[config.mk]
export PLATFORM = sky130hd
export DESIGN_NAME = pbu_ctrl
export DESIGN_NICKNAME = d
export VERILOG_FILES = /design/src/rtl/core/pbu_pkg.sv /design/src/rtl/core/pbu_ctrl.sv
export SDC_FILE = /design/constraint.sdc
export NUM_CORES = 1
export LEC_CHECK = 0
export ABC_AREA = 1
export BUFFER_PORTS_ARGS = -buffer_cell sky130_fd_sc_hd__buf_4
export CAP_MARGIN = 20
export CELL_PAD_IN_SITES_DETAIL_PLACEMENT = 1
export CELL_PAD_IN_SITES_GLOBAL_PLACEMENT = 1
export CORE_ASPECT_RATIO = 1.1
export CORE_UTILIZATION = 25
export CTS_CLUSTER_DIAMETER = 120
export DETAILED_ROUTE_END_ITERATION = 10
export GPL_ROUTABILITY_DRIVEN = 0
export PLACE_DENSITY = 0.66
export REMOVE_ABC_BUFFERS = 1
export SLEW_MARGIN = 10
export SYNTH_ARGS = -nofsm -noshare
export SYNTH_HDL_FRONTEND = slang
export SYNTH_SLANG_ARGS = --single-unit
[constraint.sdc]
create_clock -name clock -period 1.2 [get_ports clock]
set_clock_uncertainty 0.2 [all_clocks]
set_input_delay 0.12 -clock clock [delete_from_list [all_inputs] [get_ports clock]]
set_output_delay 0.12 -clock clock [all_outputs]
set_load 0.05 [all_outputs]
[src/rtl/core/pbu_pkg.sv]
// shared constants, codes and controller/datapath interface types
package pbu_pkg;

   // history ring size in bytes, a power of two from 256 to 65536
   localparam int unsigned HISTORY_BYTES = 65536;
   localparam int unsigned RING_AW       = $clog2(HISTORY_BYTES);
   localparam int unsigned BANK_DEPTH    = HISTORY_BYTES / 4;
   localparam int unsigned BANK_AW       = RING_AW - 2;

   // limit for the distance checks, 17 bits wide to hold distance + 4
   localparam logic [16:0] HIST_LIMIT = 17'(HISTORY_BYTES);

   localparam logic [7:0] ESCAPE_BYTE = 8'hfe;

   // error codes on the result word
   typedef enum logic [1:0] {
      ERR_NONE   = 2'd0,
      ERR_DIST   = 2'd1,
      ERR_UNRECV = 2'd2,
      ERR_TRUNC  = 2'd3
   } err_type;

   // what the output register loads
   typedef enum logic [1:0] {
      OUT_NONE,
      OUT_LIT,
      OUT_META,
      OUT_RAM
   } out_sel_type;

   // commands from controller to datapath
   typedef struct packed {
      logic        accept;
      logic        clear_track;
      logic        set_marker;
      logic        set_dist_hi;
      logic        set_dist_lo;
      logic        start_copy;
      logic        rd_issue;
      out_sel_type out_sel;
      logic        run_last;
      logic        stream_end;
      err_type     err;
   } dp_cmd_type;

   // status from datapath to controller
   typedef struct packed {
      logic is_esc;
      logic dist_err;
      logic len_err;
      logic len_zero;
      logic left_zero;
      logic last_group;
   } dp_stat_type;

endpackage

[src/rtl/core/pbu_ctrl.sv]
// controller: marker parser, copy sequencer and word handshake control
module pbu_ctrl (
   input  logic                 clock,
   input  logic                 reset,
   input  logic                 req_valid,
   output logic                 req_ready,
   input  logic                 req_last_in,
   output logic                 rsp_valid,
   input  logic                 rsp_ready,
   input  pbu_pkg::dp_stat_type stat,
   output pbu_pkg::dp_cmd_type  cmd
);

   import pbu_pkg::*;

   typedef enum logic {
      ST_IDLE,
      ST_COPY
   } state_type;

   typedef enum logic [1:0] {
      PH_LIT,
      PH_ESC,
      PH_DHI,
      PH_DLO
   } phase_type;

   state_type state_ff, state_in;
   phase_type phase_ff, phase_in;
   logic      out_valid_ff, out_valid_in;
   logic      pend_ff, pend_in;
   logic      pend_fin_ff, pend_fin_in;
   logic      pend_end_ff, pend_end_in;
   logic      copy_last_ff, copy_last_in;

   logic      out_free;
   logic      accept;
   logic      lit;
   logic      load_ram;
   err_type   err;

   assign out_free  = !out_valid_ff || rsp_ready;
   assign req_ready = (state_ff == ST_IDLE) && out_free;
   assign accept    = req_ready && req_valid;
   assign load_ram  = (state_ff == ST_COPY) && pend_ff && out_free;
   assign rsp_valid = out_valid_ff;

   // next state and datapath commands
   always_comb begin
      state_in     = state_ff;
      phase_in     = phase_ff;
      pend_in      = pend_ff;
      pend_fin_in  = pend_fin_ff;
      pend_end_in  = pend_end_ff;
      copy_last_in = copy_last_ff;
      lit          = 1'b0;
      err          = ERR_NONE;
      cmd          = '0;
      cmd.out_sel  = OUT_NONE;
      cmd.err      = ERR_NONE;

      unique case (state_ff)
         ST_IDLE: begin
            if (accept) begin
               cmd.accept      = 1'b1;
               cmd.clear_track = req_last_in;
               // marker parse
               unique case (phase_ff)
                  PH_LIT: begin
                     if (stat.is_esc) begin
                        cmd.set_marker = 1'b1;
                        phase_in       = PH_ESC;
                     end else begin
                        lit = 1'b1;
                     end
                  end
                  PH_ESC: begin
                     if (stat.is_esc) begin
                        lit      = 1'b1;
                        phase_in = PH_LIT;
                     end else begin
                        cmd.set_dist_hi = 1'b1;
                        phase_in        = PH_DHI;
                     end
                  end
                  PH_DHI: begin
                     cmd.set_dist_lo = 1'b1;
                     phase_in        = PH_DLO;
                  end
                  PH_DLO: begin
                     phase_in = PH_LIT;
                     if (stat.dist_err) begin
                        err = ERR_DIST;
                     end else if (stat.len_err) begin
                        err = ERR_UNRECV;
                     end else if (!stat.len_zero) begin
                        cmd.start_copy = 1'b1;
                        state_in       = ST_COPY;
                        copy_last_in   = req_last_in;
                     end
                  end
               endcase
               if (req_last_in && (phase_in != PH_LIT)) begin
                  err = ERR_TRUNC;
               end
               // result word for this byte
               if (err != ERR_NONE) begin
                  cmd.out_sel    = OUT_META;
                  cmd.err        = err;
                  cmd.run_last   = 1'b1;
                  cmd.stream_end = req_last_in;
               end else if (lit) begin
                  cmd.out_sel    = OUT_LIT;
                  cmd.run_last   = 1'b1;
                  cmd.stream_end = req_last_in;
               end else if (req_last_in && !cmd.start_copy) begin
                  cmd.out_sel    = OUT_META;
                  cmd.run_last   = 1'b1;
                  cmd.stream_end = 1'b1;
               end
               if (req_last_in) begin
                  phase_in = PH_LIT;
               end
            end
         end
         ST_COPY: begin
            // read stage feeds the output register
            if (load_ram) begin
               cmd.out_sel    = OUT_RAM;
               cmd.run_last   = pend_fin_ff;
               cmd.stream_end = pend_end_ff;
               pend_in        = 1'b0;
            end
            if (!stat.left_zero && (!pend_ff || load_ram)) begin
               cmd.rd_issue = 1'b1;
               pend_in      = 1'b1;
               pend_fin_in  = stat.last_group;
               pend_end_in  = stat.last_group && copy_last_ff;
            end
            if (stat.left_zero && (!pend_ff || load_ram)) begin
               state_in = ST_IDLE;
            end
         end
      endcase

      out_valid_in = (out_valid_ff && !rsp_ready) || (cmd.out_sel != OUT_NONE);
   end

   // state and registered outputs
   always_ff @(posedge clock) begin
      if (reset) begin
         state_ff     <= ST_IDLE;
         phase_ff     <= PH_LIT;
         out_valid_ff <= 1'b0;
         pend_ff      <= 1'b0;
         pend_fin_ff  <= 1'b0;
         pend_end_ff  <= 1'b0;
         copy_last_ff <= 1'b0;
      end else begin
         state_ff     <= state_in;
         phase_ff     <= phase_in;
         out_valid_ff <= out_valid_in;
         pend_ff      <= pend_in;
         pend_fin_ff  <= pend_fin_in;
         pend_end_ff  <= pend_end_in;
         copy_last_ff <= copy_last_in;
      end
   end

endmodule

After elaboration in Yosys (flattened, before gate mapping):

Cells that the tools add are included.

* flip-flop bits (word level): 8
* latch bits: 0
* RAM bits: 0
* bits in read-only memories: 0
* output and inout port bits: 15
* word-level logic and storage cells: 84
* memories: 0

* add/sub/neg operators: 0
* $mul: 0
* div/mod/pow operators: 0
* magnitude comparators: 0
* equal/unequal tests: 3
* shift operators: 0
* muxes and demuxes: 43
* bitwise operators: 4
* reductions and logical operators: 27

Operator list (count)
* $mux 2: 13
* $mux 1: 19
* $mux 6: 3
* $mux 4: 4
* $logic_and 1x1->1: 10
* $pmux 2 s4: 1
* $pmux 4 s2: 1
* $reduce_bool 2->1: 4
* $reduce_and 2->1: 3
* $reduce_and 6->1: 1
* $logic_not 1->1: 5
* $eq 2x2->1 const B: 2
* $not 1->1: 4
* $pmux 1 s2: 2
* $logic_or 1x1->1: 3
* $eq 2x1->1 const B: 1
* $logic_not 2->1: 1

Depth between registers and ports, before layout:

Gate-level depths: netlist (run 1).

* depth in word-level cells: 17
* depth in mapped cells: 9

Worst setup path after synthesis (run 1):

Ideal clock, no wire load.

* kind: flip-flop to output port
* start: register out_valid_ff, in the netlist rsp_valid
* end: output port cmd[10] (netlist bit)
* arrival time: 2.322 ns
* data required time: 0.880 ns
* setup slack: -1.442 ns
* stages on the path, launching flop included: 7
* cells stage by stage: dfxtp_1 -> nand2_2 -> inv_2 -> nor2_4 -> nand2_4 -> buf_6 -> nor3_1

RTL lines
* start, declared: line pbu_ctrl.sv:30 `logic out_valid_ff, out_valid_in;`
* start signal, assigned: line pbu_ctrl.sv:162 `out_valid_ff <= out_valid_in;`
* end, declared: line pbu_ctrl.sv:11 `output pbu_pkg::dp_cmd_type cmd`

==> results of run 1 <==
[layer usage]
layer | vias up | global-route usage, % | part of all wire (%) | routed length (um)
li1 | 413 | - | - | -
met1 | 436 | 32.6 | 35 | 1440
met2 | 40 | 51.6 | 55 | 2230
met3 | 22 | 5.21 | 4.5 | 182
met4 | 0 | 17.1 | 5.6 | 229
met5 | - | 0 | 0 | 0
[logic make-up after synthesis]
| group | after synthesis | share of synthesized area, % |
|---|---|---|
| flops | 8 | 28.2 |
| buf+inv | 15 | 12.1 |
| simple gates | 47 | 42.1 |
| compound gates | 16 | 17.6 |
[sequential cells by signal, summed over array words and instances (netlist names)]
name / flops
pend_fin_ff: 1
pend_end_ff: 1
pend_ff: 1
rsp_valid: 1
phase_ff: 2
copy_last_ff: 1
state_ff: 1
[cells in the mapped netlist]
cell	count	share of area (%)
dfxtp_1	8	28
buf_6	1	2.0
nand4_1	2	2.2
a211oi_2	1	2.2
nand3_1	4	3.5
nor2_4	2	4.0
nand2_4	1	2.0
nand2_1	21	14
buf_1	1	0.66
a21boi_2	1	2.0
o22ai_1	1	1.1
o21ai_2	1	1.5
o21ai_1	2	1.8
inv_2	5	3.3
a21oi_1	9	7.9
nor2_1	9	5.9
a31oi_1	1	1.1
clkinv_4	1	1.5
nand3_2	3	5.3
nand2_2	4	4.4
nor3_1	1	0.88
inv_1	7	4.6
[area by class of cell]
class | count | share of cell area, %
timing repair buffer | 65 | 44.0
multi-input combinational | 64 | 36.3
sequential | 8 | 11.4
inverter | 13 | 4.44
tap | 28 | 2.35
clock buffer | 3 | 1.51
[stage by stage]
| step | setup TNS (ps) | area, um2 | hold WS (ps) | power, W | setup slack, ps |
|---|---|---|---|---|---|
| floorplan | -16190 | 553 | -10.9 | 0.000449 | -1380 |
| global placement | -3420 | 926 | 161 | 0.000577 | -336 |
| detailed placement | -4260 | 926 | 163 | 0.000582 | -424 |
| CTS | -8980 | 1380 | 55.7 | 0.000920 | -596 |
| global route | -12170 | 1490 | 71.6 | 0.00102 | -901 |
| finish | -11100 | 1490 | 70.2 | 0.000989 | -842 |
[what timing repair did]
action                                  4_1_cts  5_1_grt
endpoints found under the hold margin         8        0
setup buffers                                16       10
pin swaps                                    10       16
gates cloned                                  1        0
resized for setup                            66       36
endpoints found under the setup margin       23       23
hold buffers                                  4        0
[path summary, 6_finish.rpt]
path | slack [ps] | cells after the start | start | to
setup reg to reg | -490 | 9 | rsp_valid | phase_ff[0]
hold / removal | 70 | 5 | stat[1] | pend_ff
hold reg to reg | 300 | 2 | pend_fin_ff | pend_fin_ff
setup / recovery | -840 | 8 | phase_ff[1] | cmd[3]
[layout by cell type, fill, tap and decap left out, drive strengths merged]
| cell type | instances |
|---|---|
| a21oi | 9 |
| inv | 13 |
| nand2 | 27 |
| dlygate4sd3 | 4 |
| dfxtp | 8 |
| buf | 61 |
| a211oi | 1 |
| nand3 | 7 |
| nand4 | 2 |
| nor3 | 1 |
| a31oi | 1 |
| o22ai | 1 |
| nor2 | 11 |
| o21ai | 3 |
| a21boi | 1 |
| clkbuf | 3 |
[power by group through the flow]
stage / clock network (W) / registers [W] / logic (W)
final: 0.000230 / 0.000276 / 0.000482
after global routing: 0.000246 / 0.000277 / 0.000499
after CTS: 0.000223 / 0.000273 / 0.000423
after detailed placement: 0 / 0.000281 / 0.000302
after global placement: 0 / 0.000281 / 0.000296
after floorplan: 0 / 0.000292 / 0.000157
[critical path, stage by stage (launching register included)]
cell      delay, ps
dfxtp_4         430
inv_4            70
nand3_2          70
nand3_2         110
a21boi_2        160
nand2_1          90
o21ai_1         210
nand2_1         130
buf_6           170
==> results list, run 1 <==
- Cell area power density: 662 nW/um2
- Of the total power, the share spent switching nets is 40.7%.
* Vias in the first global route: 978
- Clock transition at path regs: approximately 60 ps
* Number of hold violations in the final report: 0
- 26 I/O pins were placed.
- The worst setup path is captured at a primary output.
* Die Height: between 50 and 60 um
* Count of standard-cell rows: 17
- Required arrival time at the worst endpoint: 880 ps
- Internal: 0.000587 W
- In this run the deepest clock path goes through 2 buffers.
* Synthesized instance count: 86
- CTS placed an instance of clkbuf_4 at the clock tree root.
- Die Width: 47.5 um
* N_diodes: 0
- The count of pins over their slew limit is 0.
- The multi-input combinational cells in the finished layout cover a total of 543 um2.
- After synthesis, the netlist uses 22 different library cells.
- Initial cell density of the core: 27.5%
- First-pass GRT wire length: between 4 and 5 mm
- Violated checks: negative setup slack
- # H-tree levels: 1
- Transition time at the pin with the least slew margin: 324 ps
- Summed over all layers, the global routing overflow is 0.
- The first detailed-routing pass ran for 4 iterations.
* Hold/Removal Path Class: in2reg
- Maximum fanout encountered on the critical timing path: 5
* Unrepaired setup endpoints after global routing: true
* Number of maximum-capacitance constraint violations: 0
- Final core occ: just over 70%
* Net load switching power: 0.000402 W
- After synthesis the cells add up to 568 um2.
- The run finished, with violations left.
- GRT Total Usage: 29.9%
- VDD sags by at most just over 500 uV.
- Setup WS post-layout: -842 ps
- Routed vias: 911
* Routed vias/inst: 5.03
- Counting flops and latches in the post-synthesis netlist gives 8.
- Dividing the synthesized area by the synthesized cell count gives between 6 and 7 um2.
- Counting I/O delays and the setup requirement, the final critical path takes 2040 ps.
- Count of filler cells inserted in the layout: 220
* Clock Power Share: a little under a quarter
- Placed Instances: 157
- Summing all flip-flop and latch instances after layout gives 170 um2.
- STA classifies the critical path startpoint as a flop.
- TritonCTS created 3 clock buffers.
* Number of port buffers: 25
- Share of total power in sequential cells: 27.9%
- Placed wire-length estimate after detailed placement: 1.57 mm
* Total wire length: roughly 4 mm
- In the final design database the tool counted approximately 170 nets.
- Count of non-filler cells in the finished layout: 181
- Warning count from the yosys run: 0
* Core area: 2060 um2
- Pin count of the biggest net entering global routing: 9
- Setup violations remaining at the end of the flow were counted as 22.
- Max-slew headroom: 78.4%
- TritonCTS clock tree: yes
* Clock latency of the later-clocked register in the worst-skew pair: 280 ps
* Static Leak: 0.663 nW
* Crit path DAT: 1720 ps
- For this run, the register share of the synthesized area comes to 28.2%.
- Derived from the worst setup path, the maximum achievable clock frequency is a little under 0.5 GHz.
- The first routing iteration left 7 violations.
* Die area: around 2500 um2
- Share of post-route cells with drive strength above 1: approximately 78%
* Final antenna-violating net count: 0
- CTS saw 8 sinks.
- In the finished design, the share of the clock period the worst path needs comes to 170%.
* Average detailed-routed wire length per instance: 22.5 um
* Remaining routing DRC violations: 0
* Number of antenna violations at the first check in global routing: 0
* Area added between synthesis and finish: 163%
* Part of the power in combinational logic: 48.8%
* Crit Path Class: reg2out
Note: power is estimated with default switching activity, not from simulation.
==> inputs of run 2 (changes only) <==
--- a/config.mk
+++ b/config.mk
@@ -15,7 +15,7 @@
 export CTS_CLUSTER_DIAMETER = 120
 export DETAILED_ROUTE_END_ITERATION = 10
 export GPL_ROUTABILITY_DRIVEN = 0
-export PLACE_DENSITY = 0.66
+export PLACE_DENSITY = 0.69
 export REMOVE_ABC_BUFFERS = 1
 export SLEW_MARGIN = 10
 export SYNTH_ARGS = -nofsm -noshare
==> run 2 against run 1 <==
- the run still ends with negative setup slack left
- first-iteration DRC count increased by 71%
- global-route usage fell by 6.1 points
- core utilization down 2.7 points
- combinational power shrank 5.6%
- clock-buffer cell count unchanged
- sequential share of layout area up 0.62 points
- clock power hardly changed
- critical endpoint unchanged
- largest cell class unchanged
- highest routed layer unchanged
==> results list, run 2 (same netlist as run 1, synthesis figures left out) <==
- The starting utilization of the core area is 27.5% (unchanged).
- The number of H-tree levels came to 1 (unchanged).
* Area added between synthesis and finish: 153%
- The power density normalized to cell area was 666 nW/um2 (+0.65%).
- The clock-pin slew on the worst setup and hold paths is 60 ps (about the same).
* Worst r2r path cells: 8 (-1)
- Number of port buffers: 25 (unchanged)
* Commonest non-fill, non-tap cell in the layout: buf_4
* Transition time at the pin with the least slew margin: 253 ps (-71.3 ps)
* Final #Nets: 162 (-2.4%)
- Required arrival time at the worst endpoint: 880 ps (about the same)
- The maximum single-stage delay on the critical path is 380 ps (-50 ps).
* N_diodes: 0 (unchanged)
- Average detailed-routed wire length per instance: 20.3 um (-9.8%)
- The total clock sinks came to 8 (unchanged).
* Die area: 2470 um2 (unchanged)
- Core area: 2060 um2 (unchanged)
- TritonCTS built the clock tree.
- Die Height: 52.0 um (unchanged)
- Non-Filler Cell Area, Final: 1440 um2 (-3.8%)
* Maximum fanout encountered on the critical timing path: 5 (unchanged)
* Clock latency of the later-clocked register in the worst-skew pair: 270 ps (about the same)
- The number of flip-flops in the largest register came to 2 (unchanged).
- Total congestion overflow: 0 (unchanged)
* Final core occ: 69.7% (-2.7 points)
- Most used cells in the layout excluding fill and tap cells: buf_4 (32), buf_6 (19), nand2_1 (12)
* Count of non-filler cells in the finished layout: 177 (-2.2%)
- The setup slack of the critical path after layout is -670 ps (+172 ps).
* Routed vias/inst: 5.09 (+1.1%)
* Clock tree buffer depth: 2 (unchanged)
- Remaining routing DRC violations: 0 (unchanged)
- Count of standard-cell rows: 17 (unchanged)
- The total CTS buffers came to 3 (unchanged).
- Timing startpoint of the critical path: phase_ff[1]
- Slowest library cell on the worst path: dfxtp_4
- Crit path launch type: flop
* Clock period minus final worst setup slack: 1870 ps (-172 ps)
* Violated checks: negative setup slack
- The number of antenna violations at the first check in global routing is 0 (unchanged).
* Type of destination of the critical path: primary output
* Aggregate negative setup slack: -11080 ps (+25.9 ps)
- The total number of vias is 901 (-1.1%).
* Max Clk Rate: 0.535 GHz (+9.2%)
* Worst Hold Path Cells: 5 (unchanged)
- Placed Instances: 154 (-1.9%)
* Max-slew headroom: 83.1% (+4.7 points)
- Placed wire-length estimate after detailed placement: 1.46 mm (-7.6%)
* Cell chain of the critical path: nand2_1 -> inv_2 -> nand3_2 -> a21boi_2 -> nand2_1 -> o21ai_1 -> nand2_1 -> buf_6
- Buffer type at the clock tree root: clkbuf_4
* Register with the highest flop count: phase_ff
- Hold Worst Slack: 113 ps (+42.4 ps)
- Static Leak: 0.612 nW (-7.7%)
- Max rail drop VDD: 622 uV (+20%)
* Setup violations, final: 22 (unchanged)
* Unrepaired setup endpoints after global routing: true
* Cell occurring most often along the worst timing path: nand2_1
* Pin count of the biggest net entering global routing: 9 (unchanged)
- Number of maximum-capacitance constraint violations: 0 (unchanged)
- The share of the clock period used by the worst path is 156% (-14 points).
- Count of filler cells inserted in the layout: 223 (+1.4%)
* Timing endpoint of the critical path: cmd[3]
- Pins Over Slew Limit: 0 (unchanged)
- Final antenna-violating net count: 0 (unchanged)
- Run status: complete, but fails checks
- First-pass GRT wire length: 3.93 mm (-19%)
- The ratio of cells with drive above 1 in the final layout was 77.2% (-0.60 points).
- The all-layer global routing usage is 23.8% (-6.1 points).
- Launch instance of the worst register-to-register path: rsp_valid
- The number of top-level design ports came to 26 (unchanged).
- The total wire length is 3.60 mm (-12%).
- The instance area at placement is 903 um2 (-2.4%).
- The die boundary width was 47.5 um (unchanged).
- First-pass DRT Iterations: 4 (unchanged)
- Hold/Removal Path Class: in2reg
* Number of hold violations in the final report: 0 (unchanged)
- Crit path DAT: 1550 ps (-170 ps)
* Setup slack of the worst register-to-register path: -460 ps (+30 ps)
* Crit Path Class: reg2out
* Starting DRT DRC Count: 12 (+5)
* Vias in the first global route: 867 (-11%)
* Crit Reg-Reg Endpoint: copy_last_ff
run 2: cell count changes in the layout (fill, tap and decap cells not counted), sizes merged:
cell,change
dlygate4sd3,-2
buf,-2
run 2: report_power, final:
group | total, W | internal (W) | switching, W | leakage, nW
clock network | 0.000230 | 0.000116 | 0.000114 | 0.0138
registers | 0.000273 | 0.000266 | 0.00000718 | 0.0674
logic | 0.000455 | 0.000191 | 0.000264 | 0.531
total | 0.000958 | 0.000573 | 0.000385 | 0.612
run 2: area by class of cell:
| type | instances | area [um2] | share of cell area [%] |
|---|---|---|---|
| flip-flops and latches | 8 | 173 | 12.0 |
| well taps | 28 | 35.0 | 2.44 |
| inverters | 13 | 63.8 | 4.44 |
| clock buffers | 3 | 22.5 | 1.57 |
| repair buffers | 61 | 594 | 41.3 |
| multi-input cells | 64 | 549 | 38.2 |
run 2: repair_timing:
action / in CTS / in global routing
pin swaps: 10 / 14
setup buffers: 7 / 11
gates resized for setup: 57 / 35
endpoints found under the hold margin: 8 / 0
setup endpoints to repair: 22 / 22
hold buffers: 2 / 0
gates cloned: 1 / 0
run 2: how the worst min path moves through the flow:
stage / end / start
2_1_floorplan: pend_end_ff / reset
3_3_place_gp: phase_ff[1] / reset
3_5_place_dp: pend_end_ff / reset
4_1_cts: pend_ff / stat[1]
5_1_grt: phase_ff[0] / req_last_in
6_report: phase_ff[0] / req_last_in
run 2: critical path, delay by kind of cell (launching register included):
kind | cells | cell delay, ps
flops | 1 | 380
simple gates | 4 | 340
compound gates | 2 | 330
buf+inv | 2 | 230
run 2: per-stage QoR:
stage | setup slack, ps | power [W]
2_1_floorplan | -1380 | 0.000449
3_3_place_gp | -345 | 0.000570
3_5_place_dp | -401 | 0.000573
4_1_cts | -561 | 0.000884
5_1_grt | -717 | 0.000990
6_report | -670 | 0.000958
run 2: routing by layer:
| metal | up-vias | routed length, um | track usage [%] | share of wire, % |
|---|---|---|---|---|
| met2 | 26 | 2020 | 42.2 | 56 |
| met1 | 457 | 1410 | 25.9 | 39 |
| met5 | - | 0 | 0 | 0 |
| met4 | 0 | 57 | 12.9 | 1.6 |
| li1 | 413 | - | - | - |
| met3 | 5 | 115 | 3.13 | 3.2 |
